**config.mk**
```make
export PLATFORM = sky130hd
export DESIGN_NAME = lhr_queue
export DESIGN_NICKNAME = d
export VERILOG_FILES = /design/src/rtl/lhr_pkg.sv /design/src/rtl/lhr_queue.sv
export SDC_FILE = /design/constraint.sdc
export NUM_CORES = 1
export LEC_CHECK = 0
export BUFFER_PORTS_ARGS = -buffer_cell sky130_fd_sc_hd__buf_4
export CORE_ASPECT_RATIO = 1.1
export CORE_MARGIN = 1
export CORE_UTILIZATION = 39
export CTS_CLUSTER_DIAMETER = 60
export DETAILED_ROUTE_END_ITERATION = 10
export PLACE_DENSITY = 0.69
export SLEW_MARGIN = 20
export SYNTH_ARGS = -nofsm -noshare
export SYNTH_HDL_FRONTEND = slang
export SYNTH_SLANG_ARGS = --single-unit
```
**constraint.sdc**
```tcl
create_clock -name clk_i -period 16 [get_ports clk_i]
set_input_delay 1.6 -clock clk_i [delete_from_list [all_inputs] [get_ports clk_i]]
set_output_delay 1.6 -clock clk_i [all_outputs]
set_load 0.1 [all_outputs]
```
**src/rtl/lhr_pkg.sv**
```systemverilog
// Shared types, constants and sizes of the latency histogram recorder.
`timescale 1ns / 1ps
package lhr_pkg;

  // Default sizes
  localparam int DefNumCounters   = 16;
  localparam int DefNumMetrics    = 8;
  localparam int DefSpikeDepth    = 8;
  localparam int DefWordsPerMetric = 12;
  localparam int DefQueueDepth    = 2;

  // Word address width covering the largest map plus the count word
  localparam int ADDR_W = 10;
  // Bin edge width: 1000 us times a cycles_per_us of 4095 fits in 22 bits
  localparam int EDGE_W = 22;
  localparam int NUM_EDGES = 8;
  localparam int SLOW_EDGE = 4;

  // Request types
  localparam logic [1:0] REQ_ADD  = 2'd0;
  localparam logic [1:0] REQ_TIME = 2'd1;
  localparam logic [1:0] REQ_DROP = 2'd2;
  localparam logic [1:0] REQ_READ = 2'd3;

  // Configuration register indexes
  localparam logic [1:0] CFG_ENABLE = 2'd0;
  localparam logic [1:0] CFG_CPU    = 2'd1;
  localparam logic [1:0] CFG_READY  = 2'd2;

  localparam logic [31:0] MARKER_RESET = 32'hffff_fffe;
  localparam logic [31:0] MARKER_DROP  = 32'hffff_ffff;

  localparam logic [9:0] EDGE_US [NUM_EDGES] = '{
    10'd8, 10'd16, 10'd32, 10'd64, 10'd125, 10'd250, 10'd500, 10'd1000
  };

  typedef enum logic [2:0] {
    OP_ADD   = 3'd0,
    OP_TIME  = 3'd1,
    OP_DROP  = 3'd2,
    OP_RMEM  = 3'd3,
    OP_RCNT  = 3'd4,
    OP_RZERO = 3'd5
  } op_e;

  typedef struct packed {
    op_e               op;
    logic [ADDR_W-1:0] addr;
    logic [3:0]        bin;
    logic              slow;
    logic              spike;
    logic [31:0]       value;
    logic [31:0]       id;
    logic [31:0]       gen;
    logic [31:0]       ts;
  } cmd_t;

  typedef struct packed {
    logic push;
    logic full;
    logic pop;
    logic empty;
  } queue_ctrl_t;

endpackage

```
**src/rtl/lhr_queue.sv**
```systemverilog
// Short command queue between the front end and the execution engine.
`timescale 1ns / 1ps
module lhr_queue #(
  parameter int DEPTH = lhr_pkg::DefQueueDepth
) (
  input  logic                 clk_i,
  input  logic                 rst_ni,
  input  lhr_pkg::queue_ctrl_t ctrl_i,
  output lhr_pkg::queue_ctrl_t ctrl_o,
  input  lhr_pkg::cmd_t        cmd_i,
  output lhr_pkg::cmd_t        cmd_o
);
  import lhr_pkg::*;

  localparam int PW = (DEPTH > 1) ? $clog2(DEPTH) : 1;
  localparam int CW = $clog2(DEPTH + 1);

  cmd_t          entry_q [DEPTH];
  logic [PW-1:0] wr_q, rd_q;
  logic [CW-1:0] cnt_q;
  logic          do_push, do_pop;

  assign ctrl_o.full  = (cnt_q == CW'(DEPTH));
  assign ctrl_o.empty = (cnt_q == '0);
  assign ctrl_o.push  = do_push;
  assign ctrl_o.pop   = do_pop;
  assign do_push = ctrl_i.push && !ctrl_o.full;
  assign do_pop  = ctrl_i.pop && !ctrl_o.empty;
  assign cmd_o   = entry_q[rd_q];

  // Store a pushed command
  always_ff @(posedge clk_i) begin
    if (do_push) begin
      entry_q[wr_q] <= cmd_i;
    end
  end

  // Advance pointers and count
  always_ff @(posedge clk_i or negedge rst_ni) begin
    if (!rst_ni) begin
      wr_q  <= '0;
      rd_q  <= '0;
      cnt_q <= '0;
    end else begin
      if (do_push) begin
        wr_q <= (wr_q == PW'(DEPTH - 1)) ? '0 : wr_q + 1'b1;
      end
      if (do_pop) begin
        rd_q <= (rd_q == PW'(DEPTH - 1)) ? '0 : rd_q + 1'b1;
      end
      cnt_q <= cnt_q + CW'(do_push) - CW'(do_pop);
    end
  end

endmodule

```
==> impl_metrics.tcl, run 1 <==
set metrics [dict create \
    status "finished, final reports clean" \
    grt_use_total 0.1427 \
    endpoint_kind "output port" \
    synthesis.area_sq_um 10860 \
    ys_warn_count 0 \
    gp_congestion 0.6995 \
    grt_setup_unrepaired "no" \
    postRouteAntennaNets 0 \
    insertion_delay_ns 0.54 \
    clk_pin_slew_ns 0.06 \
    synth_area_leaders "edfxtp_1 (81%), mux2_2 (15%), buf_6 (1.2%)" \
    cts_tree "done" \
    worstPathCellList "buf_4 > mux2_2 > buf_4" \
    dieWidth_microns 161.1 \
    drc_errors 0 \
    die_area_sq_um 28520 \
    wire_per_inst_microns 18.06 \
    synth.distinct_cells 15 \
    cpMostUsedCell "buf_4" \
    wl_microns 21330 \
    critPathMaxStageDelay_ns 0.75 \
    nNetsFinal 954 \
    grt_max_degree 78 \
    whs_path_depth 1 \
    post_cts_resize_count 0 \
    seq_area_frac_synth 0.8221 \
    min_path_type "reg2reg" \
    port_buffers 301 \
    rr_worst_depth 3 \
    syn-mean-instance-area_sq_um 22.72 \
    clock_skew_ns 0.007803 \
    cp.depth 3 \
    viasPerCell 4.618 \
    grt_pass1_wl_microns 31400 \
    clkSinkCount 298 \
    ctsHoldBuffers 0 \
    synthArstFlopShare 0.01342 \
    setup_tns_ns 0 \
    final_hold_viol_count 0 \
    start_util 0.3994 \
    yosysTopAreaCell "edfxtp_1" \
    syn_inst 478 \
    criticalPathCategory "reg2out" \
    drt-pass1-iter-count 4 \
    drt_iter0_drc 275 \
    num_rows 63 \
    critPathTopFamily "buffers and inverters" \
    cts_root_buf "clkbuf_16" \
    slowest_stage "buf_4" \
    ios 304 \
    synth_ff_type "edfxtp_1" \
    drive_gt1_frac 0.6063 \
    max_slew.worst_pin.slew_ns 1.078 \
    min_period_ns 4.224 \
    cts_setup_buffers 0 \
    cts_max_path_buffers 3 \
    synth-seq-cells 298 \
    gr-total-overflow 0 \
    syn_nets 633 \
    antenna_found_initial 2 \
    slew_headroom 0.2811 \
    cts_htree_levels 1 \
    critPathMaxFanout 72 \
    worstPathRequired_ns 14.40 \
    fmax_ghz 0.2368 \
    fp.coreArea_sq_um 27190 \
    cap_violations 0 \
    numCtsBuffers 30 \
    finalSetupViolCount 0 \
    vias 5454 \
    synth_top_area_frac 0.8129 \
    area_growth_pct 32.67 \
    dp_hpwl_microns 13670 \
    crit_path_start_kind "flop" \
    slew_viol_final 0 \
    synth.most_common_cell "edfxtp_1" \
    crit_arrival_ns 2.62 \
    critPathBufInv 2 \
    synth_edf_count 294 \
    grt_pass1_vias 5739 \
    synthTopCellsByCount "edfxtp_1 (294), mux2_2 (147), buf_6 (12)" \
    fin_crit_sh 0.2640 \
    die_h_microns 177.0 \
]
==> path summary, 6_finish.rpt <==
check	start	end	slack, ns
worst max-delay path	rd_q	cmd_o[114]	11.78
min in group asynchronous	rst_ni	wr_q	0.85
max in group asynchronous	rst_ni	rd_q	15.03
worst max register to register	cnt_q[0]	entry_q[1][133]	13.09
worst min register to register	cnt_q[1]	cnt_q[1]	0.51
worst min-delay path	cnt_q[1]	cnt_q[1]	0.51
==> stage by stage <==
stage,instances,setup slack [ns],util,hold WS (ns),instance area [sq um]
global placement,1124,11.92,0.4947,0.4976,13450
finish,1181,11.78,0.5298,0.5067,14410
detailed placement,1124,11.93,0.4947,0.4992,13450
floorplan,478,7.531,-,0.4608,10860
CTS,1180,11.73,0.5297,0.5107,14410
global route,1181,11.66,0.5298,0.5233,14410
==> worst register-to-register path, delay by kind of cell (launching register included) <==
kind,cells,cell delay (ns)
buf+inv,1,1.01
flops,1,0.37
simple gates,2,1.04
==> layout make-up <==
class | count | area [sq um]
diodes | 1 | 2.502
clock buffers | 45 | 868.3
clock inverters | 11 | 85.08
fillers | 2242 | 12790
inverters | 3 | 11.26
multi-input cells | 159 | 1758
flip-flops and latches | 298 | 8932
well taps | 357 | 446.7
repair buffers | 307 | 2305
==> layer usage <==
| metal | track usage | vias to the layer above | wire length [microns] |
|---|---|---|---|
| met3 | 0.04592 | 27 | 1737 |
| li1 | - | 2539 | - |
| met2 | 0.2590 | 188 | 11170 |
| met4 | 0.03852 | 2 | 370 |
| met5 | 0 | - | 16 |
| met1 | 0.1603 | 2698 | 8029 |
==> flip-flops by register name, summed over array words and instances, names as in the netlist <==
| name | count |
|---|---|
| wr_q | 1 |
| cnt_q | 2 |
| entry_q | 294 |
| rd_q | 1 |
==> layout by cell type, fill, tap and decap left out <==
master / synthesis / routed
mux2_2: 147 / 147
nand2b_1: 1 / 1
clkinvlp_4: 0 / 1
dfrtp_4: 0 / 1
ha_1: 2 / 2
dfrtp_1: 4 / 3
clkbuf_16: 0 / 31
diode_2: 0 / 1
inv_1: 3 / 3
buf_4: 4 / 307
clkinv_4: 0 / 2
bufinv_16: 0 / 1
nor2b_1: 1 / 1
xnor2_1: 3 / 3
clkinv_2: 0 / 3
edfxtp_1: 294 / 294
clkinv_1: 0 / 4
nor2_1: 2 / 1
xor2_1: 1 / 1
nor2_4: 0 / 1
clkbuf_1: 0 / 10
clkbuf_8: 0 / 4
nand2_1: 1 / 1
and3_4: 0 / 1
==> cell families (layout without fill, tap and decap cells) <==
family / after synthesis / count (layout) / synth area share
buffers and inverters: 21 / 366 / 0.01717
DFF: 298 / 298 / 0.8221
other: 0 / 1 / 0
adders and majority gates: 2 / 2 / 0.002304
xor gates and xnor gates: 4 / 4 / 0.003226
muxes: 147 / 147 / 0.1524
and+or+nand+nor: 6 / 6 / 0.002766
Power of run 1 is not shown: default switching activity piles up to over one toggle a cycle in this logic, so the estimate is an artifact.
==> run 2, diff against run 1 <==
Settings changed: PLACE_DENSITY 0.69 to 0.71.
Clock period 16 ns to 3.4 ns, I/O delays scaled along.
==> impl_metrics.tcl, run 2 (synthesis results as in run 1) <==
set metrics [dict create \
    status "finished, final reports clean" \
    drt_iter0_drc 268 \
    clock_skew_ns 0.01588 \
    cts_max_path_buffers 3 \
    crit_arrival_ns 2.45 \
    drive_gt1_frac 0.5154 \
    top_regs "entry_q x294, cnt_q x2" \
    reg2reg_slack_ns 1.41 \
    antenna_found_initial 1 \
    viasPerCell 4.602 \
    min_path_type "in2async" \
    critPathMaxFanout 42 \
    crit_path_start_kind "flop" \
    gr-total-overflow 0 \
    slew_headroom 0.5578 \
    fmax_ghz 0.3580 \
    fillerInstances 2032 \
    clk_pin_slew_ns 0.06 \
    worstPathRequired_ns 3.06 \
    final_hold_viol_count 0 \
    gp_congestion 0.7223 \
    rr_worst_depth 4 \
    endpoint_kind "output port" \
    cts_root_buf "clkbuf_16" \
    start_util 0.3994 \
    cts_setup_buffers 0 \
    finish.utilization 0.5877 \
    pre_cts_slack_ns 1.140 \
    grt_pass1_wl_microns 34960 \
    layout_commonest_cell "buf_4" \
    ff_latch_area_sq_um 8932 \
    nNetsFinal 1107 \
    port_buffers 301 \
    fin_ws_ns 0.6066 \
    drc_errors 0 \
    critPathTopFamily "flip-flops" \
    final_cell_mix "buf_4 (305), edfxtp_1 (294), dlygate4sd3_1 (148)" \
    fp.coreArea_sq_um 27190 \
    fin_hold_ws_ns 0.1300 \
    clkSinkCount 298 \
    grt_use_total 0.1573 \
    die_h_microns 177.0 \
    critPathBufInv 2 \
    worstPathCellList "buf_4 > mux2_2 > buf_4" \
    largest-register "entry_q" \
    criticalPathCategory "reg2out" \
    min_period_ns 2.793 \
    critPathMaxStageDelay_ns 0.86 \
    wl_microns 23350 \
    vias 6121 \
    die_area_sq_um 28520 \
    wire_per_inst_microns 17.56 \
    numCtsBuffers 30 \
    max_slew.worst_pin.slew_ns 0.6632 \
    num_rows 63 \
    slew_viol_final 0 \
    grt_max_degree 84 \
    insertion_delay_ns 0.55 \
    cpMostUsedCell "buf_4" \
    r2r-start "cnt_q[1]" \
    cts_htree_levels 1 \
    drt-pass1-iter-count 4 \
    dp_hpwl_microns 14190 \
    dieWidth_microns 161.1 \
    cap_violations 0 \
    grt_setup_unrepaired "no" \
    setup_tns_ns 0 \
    area_growth_pct 47.17 \
    largest_reg_flops 294 \
    grt_pass1_vias 6589 \
    finalSetupViolCount 0 \
    postRouteAntennaNets 0 \
    r2r-end "entry_q[0][87]" \
    multi_input_area_sq_um 1758 \
    ios 304 \
    fin_crit_sh 0.8216 \
    cts_tree "done" \
    slowest_stage "dfrtp_4" \
]
run 2: cell count changes in the layout (fill, tap and decap cells not counted), moves of 2 or more:
cell,change
clkbuf_1,-6
clkbuf_8,-4
dlygate4sd3_1,+148
buf_12,+7
clkinv_1,+5
buf_4,-2
run 2: layout make-up:
| cell class | count | share of cell area |
|---|---|---|
| Clock buffer | 35 | 0.04948 |
| Sequential cell | 298 | 0.5589 |
| Timing Repair Buffer | 460 | 0.2447 |
| Clock inverter | 17 | 0.008142 |
| Antenna cell | 1 | 0.0001566 |
| Tap cell | 357 | 0.02795 |
| Inverter | 3 | 0.0007046 |
| Multi-Input combinational cell | 159 | 0.1100 |
run 2: what timing repair did:
item / in CTS / in global routing
hold buffers: 148 / 0
endpoints found under the hold margin: 298 / 0
resized for setup: 0 / 0
run 2: worst max path at each step:
stage | startpoint | to | slack [ns] | cells past startpoint
floorplan | cnt_q[1] | entry_q[0][0] | 0.15 | 3
global placement | rd_q | cmd_o[54] | 1.15 | 3
detailed placement | rd_q | cmd_o[62] | 1.14 | 3
CTS | rd_q | cmd_o[62] | 0.55 | 3
global route | rd_q | cmd_o[62] | 0.49 | 3
finish | rd_q | cmd_o[62] | 0.61 | 3
run 2: per-stage QoR:
step	std cells	cell area [sq um]
after floorplan	478	10870
after global placement	1129	13580
after detailed placement	1129	13580
after CTS	1329	15980
after global routing	1330	15980
final	1330	15980
run 2: metal layers:
layer / part of all wire / global-route usage / vias up
li1: - / - / 2847
met1: 0.38 / 0.1837 / 3011
met2: 0.52 / 0.2773 / 223
met3: 0.072 / 0.04452 / 40
met4: 0.026 / 0.05385 / 0
met5: 0 / 0 / -
Power of run 2 is left out for the same reason.
==> run 3, diff against run 2 <==
Settings changed: ABC_AREA set to 1.
Clock period 3.4 ns to 2.3 ns, I/O delays scaled along.
==> impl_metrics.tcl, run 3 <==
set metrics [dict create \
    routed.top_layer "met4" \
    finish.utilization 0.5891 \
    pre_cts_slack_ns 0.4456 \
    synth-simple-area-share 0.1565 \
    numCtsBuffers 31 \
    endpoint_kind "output port" \
    antenna_found_initial 1 \
    port_buffers 301 \
    worstPathRequired_ns 2.07 \
    clkSinkCount 298 \
    cts_htree_levels 1 \
    ys_warn_count 0 \
    finalSetupViolCount 0 \
    synth_top_family_by_area "simple AND/OR/NAND/NOR gates" \
    layout_commonest_cell "nand2_1" \
    synth-seq-cells 298 \
    crit_path_start_kind "flop" \
    synthArstFlopShare 0.01342 \
    fp.coreArea_sq_um 27790 \
    clock_skew_ns 0.01061 \
    largest-register "entry_q" \
    synth.area.mux_share 0 \
    insertion_delay_ns 0.55 \
    fmax_ghz 0.4426 \
    min_path_type "in2reg" \
    yosysTopAreaCell "edfxtp_1" \
    synth-xor-area-share 0 \
    syn_inst 805 \
    dieWidth_microns 162.2 \
    synthTopCellsByCount "nand2_1 (454), edfxtp_1 (294), buf_2 (14), buf_6 (14), inv_1 (11)" \
    area_growth_pct 48.64 \
    num_rows 64 \
    drt_iter0_drc 458 \
    slew_headroom 0.5799 \
    dr_wl_met3_microns 2329 \
    seq_area_frac_synth 0.8108 \
    gr-total-overflow 0 \
    synth_top_area_frac 0.8017 \
    grt_use_total 0.1833 \
    largest_reg_flops 294 \
    nNetsFinal 1431 \
    slew_viol_final 0 \
    grt_pass1_vias 7618 \
    final_hold_viol_count 0 \
    cts_tree "done" \
    cts_max_path_buffers 3 \
    synth_ff_type "edfxtp_1" \
    viasPerCell 4.587 \
    cts_root_buf "clkbuf_16" \
    clk_pin_slew_ns 0.06 \
    min_period_ns 2.259 \
    critPathMaxFanout 74 \
    cts_setup_buffers 0 \
    dp_hpwl_microns 15600 \
    vias 7624 \
    syn_nets 960 \
    wire_per_inst_microns 16.67 \
    status "finished, final reports clean" \
    drive_gt1_frac 0.2851 \
    fin_crit_sh 0.9824 \
    syn-mean-instance-area_sq_um 13.68 \
    top_regs "entry_q x294, cnt_q x2" \
    grt_max_degree 75 \
    m1WireLength_microns 10650 \
    start_util 0.3963 \
    drt-pass1-iter-count 5 \
    crit_arrival_ns 2.03 \
    criticalPathCategory "reg2out" \
    grt_pass1_wl_microns 40650 \
    synth.distinct_cells 12 \
    drc_errors 0 \
    route.met2.wl_microns 14190 \
    postRouteAntennaNets 0 \
    gp_congestion 0.7116 \
    synthAdderAreaFrac 0.002272 \
    synth_edf_count 294 \
    synth_compound_area_frac 0 \
    fin_ws_ns 0.04055 \
    max_slew.worst_pin.slew_ns 0.6286 \
    final_cell_mix "nand2_1 (452), edfxtp_1 (294), buf_4 (279)" \
    wl_microns 27700 \
    ios 304 \
    synthesis.area_sq_um 11010 \
    cap_violations 0 \
    synth_area_leaders "edfxtp_1 (80%), nand2_1 (15%), buf_6 (1.4%)" \
    die_area_sq_um 28910 \
    synth.most_common_cell "nand2_1" \
    die_h_microns 178.2 \
]
## run 3: cell families after synthesis
kind of cell	Yosys count
simple gates	458
fa+ha+maj	2
flops	298
buf+inv	47
## run 3: per-stage QoR
stage               instances  hold slack, ns  instance area (sq um)  TNS (ns)
global placement         1454         0.02994                  13810         0
CTS                      1661          0.3799                  16270         0
detailed placement       1454         0.03247                  13810         0
floorplan                 805        -0.06559                  11040   -251.73
finish                   1662          0.4073                  16370         0
global route             1661          0.3936                  16370  -0.02989
## run 3: worst paths after layout
check	slack, ns	endpoint	depth (start not counted)	from
max	0.04	cmd_o[82]	4	rd_q
min	0.41	entry_q[1][128]	2	cmd_i[128]
max reg2reg	0.50	entry_q[0][126]	5	cnt_q[0]
min reg2reg	0.47	wr_q	2	wr_q
max in group asynchronous	1.50	rd_q	3	rst_ni
min in group asynchronous	0.60	cnt_q[1]	3	rst_ni
## run 3: routing by layer
layer  up-vias  track usage
met5         -            0
met4         0      0.05228
met3        42      0.05022
met2       300       0.3274
met1      3626       0.2152
li1       3656            -
## run 3: final cells by class
type / instances / area [sq um]
antenna: 1 / 2.502
multi-input combinational: 460 / 1775
tap: 363 / 454.2
clock inverter: 15 / 87.58
clock buffer: 40 / 809.5
sequential: 298 / 8932
timing repair buffer: 473 / 4245
inverter: 12 / 61.31
fill: 2076 / 11420
## run 3: timing repair
item,CTS,global route
gates resized for setup,6,26
hold buffers,151,0
endpoints found under the setup margin,147,26
hold endpoints to repair,300,0
gates cloned,1,0
## run 3: worst max-delay path, stage by stage (launching register included)
cell and delay (ns):
dfrtp_4 0.54, buf_16 0.33, nand2_1 0.12, nand2_1 0.11, buf_4 0.29
Power of run 3 is left out for the same reason.
