--- src/rtl/lhr_pkg.sv ---
// Shared types, constants and sizes of the latency histogram recorder.
`timescale 1ns / 1ps
package lhr_pkg;

  // Default sizes
  localparam int DefNumCounters   = 16;
  localparam int DefNumMetrics    = 8;
  localparam int DefSpikeDepth    = 8;
  localparam int DefWordsPerMetric = 12;
  localparam int DefQueueDepth    = 2;

  // Word address width covering the largest map plus the count word
  localparam int ADDR_W = 10;
  // Bin edge width: 1000 us times a cycles_per_us of 4095 fits in 22 bits
  localparam int EDGE_W = 22;
  localparam int NUM_EDGES = 8;
  localparam int SLOW_EDGE = 4;

  // Request types
  localparam logic [1:0] REQ_ADD  = 2'd0;
  localparam logic [1:0] REQ_TIME = 2'd1;
  localparam logic [1:0] REQ_DROP = 2'd2;
  localparam logic [1:0] REQ_READ = 2'd3;

  // Configuration register indexes
  localparam logic [1:0] CFG_ENABLE = 2'd0;
  localparam logic [1:0] CFG_CPU    = 2'd1;
  localparam logic [1:0] CFG_READY  = 2'd2;

  localparam logic [31:0] MARKER_RESET = 32'hffff_fffe;
  localparam logic [31:0] MARKER_DROP  = 32'hffff_ffff;

  localparam logic [9:0] EDGE_US [NUM_EDGES] = '{
    10'd8, 10'd16, 10'd32, 10'd64, 10'd125, 10'd250, 10'd500, 10'd1000
  };

  typedef enum logic [2:0] {
    OP_ADD   = 3'd0,
    OP_TIME  = 3'd1,
    OP_DROP  = 3'd2,
    OP_RMEM  = 3'd3,
    OP_RCNT  = 3'd4,
    OP_RZERO = 3'd5
  } op_e;

  typedef struct packed {
    op_e               op;
    logic [ADDR_W-1:0] addr;
    logic [3:0]        bin;
    logic              slow;
    logic              spike;
    logic [31:0]       value;
    logic [31:0]       id;
    logic [31:0]       gen;
    logic [31:0]       ts;
  } cmd_t;

  typedef struct packed {
    logic push;
    logic full;
    logic pop;
    logic empty;
  } queue_ctrl_t;

endpackage

--- src/rtl/lhr_front.sv ---
// Front end: configuration registers, request classification and bin search.
`timescale 1ns / 1ps
module lhr_front #(
  parameter int NUM_COUNTERS     = lhr_pkg::DefNumCounters,
  parameter int NUM_METRICS      = lhr_pkg::DefNumMetrics,
  parameter int SPIKE_DEPTH      = lhr_pkg::DefSpikeDepth,
  parameter int WORDS_PER_METRIC = lhr_pkg::DefWordsPerMetric
) (
  input  logic               clk_i,
  input  logic               rst_ni,
  input  logic               accept_i,
  input  logic [1:0]         req_type_i,
  input  logic [3:0]         slot_index_i,
  input  logic [31:0]        add_value_i,
  input  logic [31:0]        elapsed_cycles_i,
  input  logic [31:0]        event_id_i,
  input  logic [31:0]        event_generation_i,
  input  logic               reset_flag_i,
  input  logic [31:0]        timestamp_i,
  input  logic [7:0]         read_address_i,
  input  logic               cfg_write_i,
  input  logic [1:0]         cfg_index_i,
  input  logic [31:0]        cfg_data_i,
  output logic               push_o,
  output lhr_pkg::cmd_t      cmd_o
);
  import lhr_pkg::*;

  localparam int MetricBase = NUM_COUNTERS;
  localparam int Total = NUM_COUNTERS + NUM_METRICS * WORDS_PER_METRIC + SPIKE_DEPTH * 4;

  logic              enable_q;
  logic [2:0]        ready_q;
  logic [EDGE_W-1:0] edge_q [NUM_EDGES];
  logic [11:0]       cpu_eff;
  logic [NUM_EDGES-1:0] gt;
  logic [3:0]        bin;

  // Configuration writes; edges follow cycles_per_us, zero counts as one
  assign cpu_eff = (cfg_data_i[11:0] == 12'd0) ? 12'd1 : cfg_data_i[11:0];

  always_ff @(posedge clk_i or negedge rst_ni) begin
    if (!rst_ni) begin
      enable_q <= 1'b0;
      ready_q  <= 3'd0;
      for (int i = 0; i < NUM_EDGES; i++) begin
        edge_q[i] <= EDGE_W'(EDGE_US[i]);
      end
    end else if (cfg_write_i) begin
      case (cfg_index_i)
        CFG_ENABLE: enable_q <= cfg_data_i[0];
        CFG_CPU: begin
          for (int i = 0; i < NUM_EDGES; i++) begin
            edge_q[i] <= EDGE_W'(EDGE_US[i]) * EDGE_W'(cpu_eff);
          end
        end
        CFG_READY: ready_q <= cfg_data_i[2:0];
        default: ;
      endcase
    end
  end

  // Compare the sample against every edge and count the edges passed
  always_comb begin
    bin = 4'd0;
    for (int i = 0; i < NUM_EDGES; i++) begin
      gt[i] = elapsed_cycles_i > 32'(edge_q[i]);
      bin   = bin + 4'(gt[i]);
    end
  end

  // Classify the request and build the command
  always_comb begin
    push_o      = 1'b0;
    cmd_o       = '0;
    cmd_o.op    = OP_RZERO;
    cmd_o.bin   = bin;
    cmd_o.slow  = gt[SLOW_EDGE];
    cmd_o.id    = event_id_i;
    cmd_o.gen   = event_generation_i;
    cmd_o.ts    = timestamp_i;
    cmd_o.value = elapsed_cycles_i;
    case (req_type_i)
      REQ_ADD: begin
        cmd_o.op    = OP_ADD;
        cmd_o.addr  = ADDR_W'(slot_index_i);
        cmd_o.value = add_value_i;
        push_o      = accept_i && enable_q && (32'(slot_index_i) < NUM_COUNTERS);
      end
      REQ_TIME: begin
        cmd_o.op    = OP_TIME;
        cmd_o.addr  = ADDR_W'(MetricBase) +
                      ADDR_W'(slot_index_i) * ADDR_W'(WORDS_PER_METRIC);
        cmd_o.spike = gt[SLOW_EDGE] && ({1'b0, ready_q} == slot_index_i);
        push_o      = accept_i && enable_q && (32'(slot_index_i) < NUM_METRICS);
      end
      REQ_DROP: begin
        cmd_o.op    = OP_DROP;
        cmd_o.spike = 1'b1;
        cmd_o.value = reset_flag_i ? MARKER_RESET : MARKER_DROP;
        push_o      = accept_i && enable_q;
      end
      REQ_READ: begin
        cmd_o.addr = ADDR_W'(read_address_i);
        if (32'(read_address_i) < Total) begin
          cmd_o.op = OP_RMEM;
        end else if (32'(read_address_i) == Total) begin
          cmd_o.op = OP_RCNT;
        end else begin
          cmd_o.op = OP_RZERO;
        end
        push_o = accept_i;
      end
      default: ;
    endcase
  end

endmodule

--- config.mk ---
export PLATFORM = sky130hd
export DESIGN_NAME = lhr_front
export DESIGN_NICKNAME = d
export VERILOG_FILES = /design/src/rtl/lhr_pkg.sv /design/src/rtl/lhr_front.sv
export SDC_FILE = /design/constraint.sdc
export NUM_CORES = 1
export LEC_CHECK = 0
export ABC_AREA = 1
export BUFFER_PORTS_ARGS = -buffer_cell sky130_fd_sc_hd__clkbuf_2
export CORE_ASPECT_RATIO = 1.5
export CORE_MARGIN = 10
export CORE_UTILIZATION = 35
export DETAILED_ROUTE_END_ITERATION = 12
export GPL_ROUTABILITY_DRIVEN = 0
export HOLD_SLACK_MARGIN = 0.1
export PLACE_DENSITY = 0.6
export SETUP_SLACK_MARGIN = 0.3
export SLEW_MARGIN = 25
export SYNTH_ARGS = -nofsm -noshare
export SYNTH_HDL_FRONTEND = slang
export SYNTH_SLANG_ARGS = --single-unit
--- constraint.sdc ---
create_clock -name clk_i -period 6.4 [get_ports clk_i]
set_input_delay 0.96 -clock clk_i [delete_from_list [all_inputs] [get_ports clk_i]]
set_output_delay 0.96 -clock clk_i [all_outputs]
set_load 0.005 [all_outputs]
==> results of run 1 <==
## worst paths after layout
| kind | start | endpoint | slack, ps | cells past startpoint |
|---|---|---|---|---|
| hold reg to reg | edge_q[13]$_DFFE_PN0P_ | edge_q[13]$_DFFE_PN0P_ | 490 | 2 |
| setup / recovery | elapsed_cycles_i[13] | cmd_o[132] | 480 | 18 |
| min in group asynchronous | rst_ni | enable_q$_DFFE_PN0P_ | 750 | 1 |
| hold / removal | edge_q[13]$_DFFE_PN0P_ | edge_q[13]$_DFFE_PN0P_ | 490 | 2 |
| setup reg to reg | edge_q[3]$_DFFE_PN1P_ | edge_q[3]$_DFFE_PN1P_ | 5440 | 2 |
| max in group asynchronous | rst_ni | edge_q[19]$_DFFE_PN0P_ | 5150 | 1 |
## logic make-up (layout without fill, tap and decap cells)
| group | after synthesis | in the layout | share of synthesized area |
|---|---|---|---|
| AOI/OAI and AO/OA | 206 | 206 | 0.134 |
| xor gates and xnor gates | 7 | 7 | 0.00727 |
| adders and majority gates | 226 | 226 | 0.372 |
| buffers and inverters | 305 | 352 | 0.180 |
| DFF | 33 | 33 | 0.0988 |
| other | 1 | 1 | 0.000445 |
| and+or+nand+nor | 389 | 389 | 0.208 |
## routing by layer
layer  track usage  vias up  routed length [um]
met5             0        -                  12
met4         0.127        2                1950
met3        0.0332      100                1660
met2         0.331      225               14800
met1         0.150     3508                9210
li1              -     3863                   -
## area by class of cell
type	count	area share
Clock buffer	7	0.0169
Clock inverter	1	0.000555
Inverter	189	0.0787
Timing Repair Buffer	155	0.0885
Sequential cell	33	0.0924
Multi-Input combinational cell	829	0.679
Tap cell	319	0.0443
## worst register-to-register path: cells and delay by family (launching register included)
| kind | cells | cell delay, ps |
|---|---|---|
| AO/OA/AOI/OAI | 1 | 140 |
| flip-flops | 1 | 660 |
| AND/OR/NAND/NOR | 1 | 80 |
## sequential cells by signal, summed over array words and instances, names as in the netlist
signal,flops
enable_q,1
ready_q,3
edge_q,29
## placed cells by master, fill, tap and decap left out, drive strengths merged, types with 2 or more instances in the layout
cell type,instances
nand2,202
inv,189
ha,185
clkbuf,152
a21oi,95
nor2,74
o21ai,73
nand3,56
fa,41
dfrtp,27
nand4,22
nor3,15
buf,10
nor4,10
o211ai,6
dfstp,6
nand3b,4
a21o,4
o22ai,4
a31oi,4
xor2,4
or2,4
xnor2,3
a211oi,3
o31ai,3
o21a,3
o221ai,2
o21bai,2
## power groups by stage
stage               sequential [W]  combinational, W  clock, W
finish                    0.000305           0.00178  0.000248
global route              0.000311           0.00205  0.000260
CTS                       0.000304           0.00179  0.000254
detailed placement        0.000308           0.00178         0
global placement          0.000306           0.00174         0
floorplan                 0.000299           0.00134         0
## metrics by stage
step | worst slack [ps] | utilization
2_1_floorplan | 1120 | -
3_3_place_gp | 443 | 0.372
3_5_place_dp | 418 | 0.372
4_1_cts | 398 | 0.379
5_1_grt | 301 | 0.380
6_report | 482 | 0.380
==> flow_summary.toml, run 1 <==
[cts]
postCtsHoldBufs = 0
cts_sinks = 33
clk_latency_ps = 280
htreeDepth = 2
cts_root_buf = "clkbuf_16"
path_clk_slew_ps = 50
cts_resized = 0
cts_buffers = 5
post-cts-setup-buffers = 0
cts_tree = "built"
ctsLongestPathBuffers = 2

[routing]
initialDrtViolationCount = 262
wire_per_inst_um = 18.1
drt_wl_total_um = 27700
num_vias = 7698
drc = 0
dr.pass1.iters = 5
postRouteAntennaNets = 0
via_per_inst = 5.02

[setup_path]
crit_buf_inv = 4
cp_common_cell = "fa_1"
cpPeakStageDelay_ps = 530
critical_path.top_delay_family = "adder cells"
path_cells = "clkbuf_2 > ha_1 > a21oi_1 > o21ai_0 > a21oi_1 > nand2_1 > nand2_1 > nand2_2 > and2_2 > fa_1 > inv_1 > fa_1 > inv_1 > fa_1 > ha_1 > fa_1 > xor2_2 > clkbuf_2"
worstPathMaxFanout = 9
critical_path_class = "input pin to primary output"
endpoint_kind = "primary output"
cp_data_arrival_time_ps = 4960
worstSetupStartpointType = "input pin"
slowest_stage = "fa_1"
required_ps = 5440

[place]
port_buffers = 147
placed_cell_area_um2 = 8830
dp_cells = 1525
hpwl_um = 24600

[floorplanning]
die_h_um = 210
rows = 69
die_w_um = 147
core_um2 = 23700
dieArea_um2 = 30800
ioPinCount = 361
start_util = 0.355

[global_routing]
grt_max_degree = 59
grt_pass1_vias = 7611
gr-usage-all-layers = 0.170
grt_pass1_wl_um = 41600
antenna_found_initial = 1
grt_remaining_overflow = 0

[synth]
synth_edf_count = 0
synth.area.top_cells = "ha_1 27%, fa_1 9.7%, nand2_1 8.7%, buf_4 8.6%, inv_1 8.4%"
synth_area_per_cell_um2 = 7.23
ys_types = 52
synth.most_common_cell = "nand2_1"
synth_nets = 1606
synth_flop_cell = "dfrtp_1"
synthTopCellsByCount = "196 x nand2_1, 188 x inv_1, 185 x ha_1"
ys_warn_count = 0
yosys.area.top_type = "ha_1"
syn_inst = 1167
postSynth.asyncResetShare = 1.00
ys_ff_latch = 33
synth_area_um2 = 8440
synth-seq-area-share = 0.0988
synth_top_cell_area_share = 0.274

[finish]
multi_input_area_um2 = 6120
fill_cells = 2550
stdcell_area_um2 = 9010
areaGrowthSynthToFinish_pct = 6.87
finalNetCount = 1652
antenna_cells = 0
drive_gt1_frac = 0.161
seq_area_um2 = 833
finalNonFillerCells = 1533

[power_and_ir_drop]
p_int_w = 0.00111
ir_drop_uv = 126
combPwrFrac = 0.763
fin_total_pwr_w = 0.00233
power.density_nw_per_um2 = 259
switching_power_w = 0.00122
swShare = 0.523
seqPwrFrac = 0.131
leakage_nw = 4.86
clock_power_share = 0.106

[sta]
max_freq_ghz = 0.169
fin_crit_ps = 5920
tns_ps = 0
final.period_utilization = 0.925
tightest_slew_ps = 782
hold_viol = 0
slew_violations = 0
finClkSkew_ps = 0
rsz0062_at_grt = "false"
finalSetupViolations = 0
relSlewSlack = 0.479
whs_ps = 490

[outcome]
status = "finished clean"

[hold_path]
min_path_type = "flip-flop to flip-flop"

[run]
max_cap_violations = 0
No activity file was read; power rests on OpenSTA's default activity.
==> inputs of run 2 (changes only) <==
--- a/config.mk
+++ b/config.mk
@@ -7,7 +7,7 @@
 export LEC_CHECK = 0
 export ABC_AREA = 1
 export BUFFER_PORTS_ARGS = -buffer_cell sky130_fd_sc_hd__clkbuf_2
-export CORE_ASPECT_RATIO = 1.5
+export CORE_ASPECT_RATIO = 1.4
 export CORE_MARGIN = 10
 export CORE_UTILIZATION = 35
 export DETAILED_ROUTE_END_ITERATION = 12
==> run 2 against run 1 <==
Net effect: sequential cell count unchanged; clock power increased by 13%; critical endpoint unchanged; cell area decreased by 0.24%; highest routed layer is now met4.
==> flow_summary.toml, run 2 (synthesis gave the netlist of run 1 again) <==
[outcome]
status = "finished clean"

[hold_path]
min_path_type = "flip-flop to flip-flop"
min_path_cells = 2

[cts]
clk_latency_ps = 280
path_clk_slew_ps = 50
cts_tree = "built"
post-cts-setup-buffers = 0
ctsLongestPathBuffers = 2
cts_root_buf = "clkbuf_16"
htreeDepth = 2
cts_buffers = 5
cts_sinks = 33

[finish]
final_common_cell = "nand2_1"
multi_input_area_um2 = 6110
seq_area_um2 = 833
areaGrowthSynthToFinish_pct = 6.62
antenna_cells = 0
fill_cells = 2568
layout_common_cells = "196 x nand2_1, 188 x inv_1, 183 x ha_1, 146 x clkbuf_2, 93 x a21oi_1"
finalNetCount = 1650
largest_reg_flops = 29
drive_gt1_frac = 0.158
reg_top3 = "edge_q: 29 flops, ready_q: 3 flops, enable_q: 1 flops"
stdcell_area_um2 = 8990
max_flop_register = "edge_q"

[setup_path]
crit_buf_inv = 4
cp_data_arrival_time_ps = 4920
critical_path.top_delay_family = "adder cells"
reg2regPathDepth = 2
worstPathMaxFanout = 9
required_ps = 5440
path_cells = "clkbuf_2 > ha_1 > nand2_1 > nor2_1 > nand2_1 > nor2_1 > nand3_1 > and2_1 > fa_1 > inv_1 > fa_1 > inv_1 > fa_1 > ha_1 > fa_1 > xor2_1 > clkbuf_2"
cp_common_cell = "fa_1"
endpoint_kind = "primary output"
worstSetupStartpointType = "input pin"
cpPeakStageDelay_ps = 530
crit_cells = 17
critical_path_class = "input pin to primary output"
slowest_stage = "fa_1"

[power_and_ir_drop]
ir_drop_uv = 127
power.density_nw_per_um2 = 261
leakage_nw = 4.84

[place]
hpwl_um = 23900
port_buffers = 147
placed_cell_area_um2 = 8800
pre_cts_ws_ps = 448

[sta]
slew_violations = 0
rsz0062_at_grt = "false"
max_freq_ghz = 0.170
tns_ps = 0
finClkSkew_ps = 0
final.period_utilization = 0.919
fin_crit_ps = 5880
whs_ps = 488
timing.final.ws_setup_ps = 518
hold_viol = 0
tightest_slew_ps = 944
relSlewSlack = 0.371
finalSetupViolations = 0

[global_routing]
grt_remaining_overflow = 0
grtUsageMet1 = 0.162
grt_pass1_vias = 7737
top_usage_layer = "met2"
grt_pass1_wl_um = 41200
use_met3 = 0.0399
gr-usage-all-layers = 0.169
grt_max_degree = 59
met2_usage = 0.310
antenna_found_initial = 0

[floorplanning]
dieArea_um2 = 30800
rows = 67
die_w_um = 151
core_um2 = 23800
start_util = 0.354
ioPinCount = 361
die_h_um = 204

[routing]
drt_wl_total_um = 26900
drc = 0
initialDrtViolationCount = 318
wire_per_inst_um = 17.7
num_vias = 7730
dr.pass1.iters = 5
postRouteAntennaNets = 0
via_per_inst = 5.08

[run]
max_cap_violations = 0
## run 2: changes by cell type in the layout (fill, tap and decap cells not counted), sizes merged
cell      previous run  this run
bufinv               0         1
clkinv               1         0
buf                 10         7
clkinvlp             0         1
## run 2: routing by layer
layer | up-vias | part of all wire
li1 | 3859 | -
met5 | - | 0
met2 | 215 | 0.52
met1 | 3558 | 0.34
met4 | 0 | 0.063
met3 | 98 | 0.079
## run 2: worst paths after layout
path	to	start	slack, ps
min in group asynchronous	enable_q$_DFFE_PN0P_	rst_ni	750
worst max register to register	edge_q[3]$_DFFE_PN1P_	edge_q[3]$_DFFE_PN1P_	5430
worst max-delay path	cmd_o[132]	elapsed_cycles_i[10]	520
worst min register to register	edge_q[16]$_DFFE_PN0P_	edge_q[16]$_DFFE_PN0P_	490
worst min-delay path	edge_q[16]$_DFFE_PN0P_	edge_q[16]$_DFFE_PN0P_	490
max in group asynchronous	edge_q[17]$_DFFE_PN0P_	rst_ni	5150
## run 2: metrics by stage
stage | cells | total power, W | util
floorplan | 1167 | 0.00164 | -
global placement | 1514 | 0.00204 | 0.370
detailed placement | 1514 | 0.00208 | 0.370
CTS | 1522 | 0.00237 | 0.377
global route | 1522 | 0.00266 | 0.378
finish | 1522 | 0.00235 | 0.378
## run 2: area by class of cell
class,instances,area share
clock inverters,2,0.00417
flip-flops and latches,33,0.0927
repair buffers,153,0.0868
clock buffers,6,0.0154
inverters,189,0.0789
multi-input cells,829,0.679
well taps,310,0.0431
## run 2: power by group
group / total (W) / internal (W) / switching, W / leakage (nW)
Clock: 0.000280 / 0.000194 / 0.0000857 / 0.0831
Sequential: 0.000306 / 0.000279 / 0.0000264 / 0.393
Combinational: 0.00176 / 0.000666 / 0.00110 / 4.37
Total: 0.00235 / 0.00114 / 0.00121 / 4.84
## run 2: what timing repair did
| action | 4_1_cts | 5_1_grt |
|---|---|---|
| setup endpoints to repair | 0 | 1 |
| gates resized for setup | 0 | 3 |
| endpoints found under the hold margin | 0 | 0 |
| hold buffers | 0 | 0 |
## run 2: worst register-to-register path: stages, from the launching register on
cell and delay [ps]:
dfstp_2 670, nor2_1 80, a31oi_1 140
==> inputs of run 3 (changes only) <==
--- a/config.mk
+++ b/config.mk
@@ -11,9 +11,9 @@
 export CORE_MARGIN = 10
 export CORE_UTILIZATION = 35
 export DETAILED_ROUTE_END_ITERATION = 12
-export GPL_ROUTABILITY_DRIVEN = 0
 export HOLD_SLACK_MARGIN = 0.1
 export PLACE_DENSITY = 0.6
+export RECOVER_POWER = 25
 export SETUP_SLACK_MARGIN = 0.3
 export SLEW_MARGIN = 25
 export SYNTH_ARGS = -nofsm -noshare
==> run 3 against run 2 <==
Net effect: the flow now finishes with violations (capacitance limit, slew limit); setup slack worse by 16 ps; largest power group unchanged; clock-buffer cell count stayed put; combinational power hardly changed.
==> flow_summary.toml, run 3 (synthesis gave the netlist of run 1 again) <==
[outcome]
status = "finished with violations"
failed_checks = "capacitance limit, slew limit"

[power_and_ir_drop]
switching_power_w = 0.00121
power.density_nw_per_um2 = 256
clock_power_share = 0.099
leakage_nw = 4.84
ir_drop_uv = 131
combPwrFrac = 0.768
p_int_w = 0.00109
swShare = 0.525
seqPwrFrac = 0.133

[setup_path]
worstSetupStartpointType = "input pin"
required_ps = 5440
cp_data_arrival_time_ps = 4940
critical_path_class = "input pin to primary output"
worstPathMaxFanout = 9
r2r-end = "edge_q[3]$_DFFE_PN1P_"
r2r-start = "edge_q[3]$_DFFE_PN1P_"
r2r_slack_ps = 5390
endpoint_kind = "primary output"
reg2regPathDepth = 2

[cts]
cts_sinks = 33
post-cts-setup-buffers = 0
htreeDepth = 2
cts_tree = "built"
ctsLongestPathBuffers = 2
path_clk_slew_ps = 50
clk_latency_ps = 280
postCtsHoldBufs = 0
cts_buffers = 5
cts_root_buf = "clkbuf_16"

[sta]
finalSetupViolations = 0
tightest_slew_ps = 1690
max_freq_ghz = 0.170
final.period_utilization = 0.921
hold_viol = 0
tns_ps = 0
relSlewSlack = -0.129
finClkSkew_ps = 0
rsz0062_at_grt = "false"
slew_violations = 34
whs_ps = 494
fin_crit_ps = 5900

[routing]
via_per_inst = 5.06
num_vias = 7719
postRouteAntennaNets = 0
drt_wl_total_um = 27300
drc = 0
wire_per_inst_um = 17.9
dr.pass1.iters = 4
initialDrtViolationCount = 269

[global_routing]
grt_pass1_wl_um = 41700
grt_remaining_overflow = 0
grt_max_degree = 59
gr-usage-all-layers = 0.172
grt_pass1_vias = 7912
antenna_found_initial = 1

[floorplanning]
die_h_um = 204
die_w_um = 151
ioPinCount = 361
start_util = 0.354
core_um2 = 23800
rows = 67
dieArea_um2 = 30800

[hold_path]
min_path_cells = 2
holdCritStartpoint = "edge_q[4]$_DFFE_PN0P_"
whs_endpoint = "edge_q[4]$_DFFE_PN0P_"
min_path_type = "flip-flop to flip-flop"

[finish]
reg_top3 = "edge_q: 29 flops, ready_q: 3 flops, enable_q: 1 flops"
layout_common_cells = "196 x nand2_1, 188 x inv_1, 184 x ha_1, 142 x clkbuf_2, 93 x a21oi_1"
max_flop_register = "edge_q"
finalNonFillerCells = 1525
areaGrowthSynthToFinish_pct = 6.11
antenna_cells = 0
final_common_cell = "nand2_1"
largest_reg_flops = 29
drive_gt1_frac = 0.155
finalNetCount = 1653

[run]
max_cap_violations = 1

[place]
gp_congestion = 0.952
hpwl_um = 24200
dp_cells = 1517
port_buffers = 147
[run 3: changes by cell type in the layout (fill, tap and decap cells not counted), moves of 2 or more]
cell | previous run | this run
clkbuf_1 | 0 | 4
clkbuf_2 | 146 | 142
clkinv_2 | 0 | 2
buf_4 | 6 | 9
[run 3: how the worst max path moves through the flow]
stage	slack, ps	start	to
global placement	510	cfg_data_i[2]	edge_q[19]$_DFFE_PN0P_
finish	500	elapsed_cycles_i[7]	cmd_o[132]
CTS	500	elapsed_cycles_i[11]	cmd_o[132]
floorplan	1120	elapsed_cycles_i[7]	cmd_o[132]
detailed placement	450	cfg_data_i[2]	edge_q[19]$_DFFE_PN0P_
global route	320	elapsed_cycles_i[14]	cmd_o[132]
[run 3: what timing repair did]
action | 4_1_cts | 5_1_grt
resized for setup | 0 | 2
hold endpoints to repair | 0 | 0
setup endpoints to repair | 0 | 1
[run 3: area by class of cell]
type	count	area (um^2)
inverter	189	709
clock buffer	6	129
tap	310	388
sequential	33	833
multi-input combinational	829	6080
timing repair buffer	156	800
fill	2562	14900
clock inverter	2	10.0
[run 3: critical path, cell delays in order]
cell,delay [ps]
clkbuf_2,230
ha_1,380
inv_1,60
nor4_1,280
nand3b_1,110
nor3_1,140
o21ai_0,200
fa_1,520
inv_1,50
fa_1,530
inv_1,60
fa_1,490
ha_1,240
fa_1,380
xor2_1,160
clkbuf_2,130
[run 3: power groups by stage]
stage | combinational [W] | clock (W) | sequential (W)
after global routing | 0.00205 | 0.000240 | 0.000312
final | 0.00176 | 0.000226 | 0.000305
after CTS | 0.00178 | 0.000232 | 0.000305
after detailed placement | 0.00177 | 0 | 0.000309
after global placement | 0.00174 | 0 | 0.000306
after floorplan | 0.00134 | 0 | 0.000299
[run 3: per-layer routing]
| metal | wire length, um | global-route usage | vias up |
|---|---|---|---|
| met5 | 13 | 0 | - |
| met4 | 1890 | 0.111 | 2 |
| met3 | 2310 | 0.0430 | 100 |
| met2 | 14100 | 0.321 | 200 |
| met1 | 9020 | 0.160 | 3549 |
| li1 | - | - | 3868 |
[run 3: stage by stage]
step	setup WS (ps)	cell area, um^2	power (W)	util
2_1_floorplan	1120	8440	0.00164	-
3_3_place_gp	513	8820	0.00204	0.371
3_5_place_dp	450	8820	0.00208	0.371
4_1_cts	497	8960	0.00232	0.376
5_1_grt	324	8950	0.00260	0.376
6_report	503	8950	0.00229	0.376
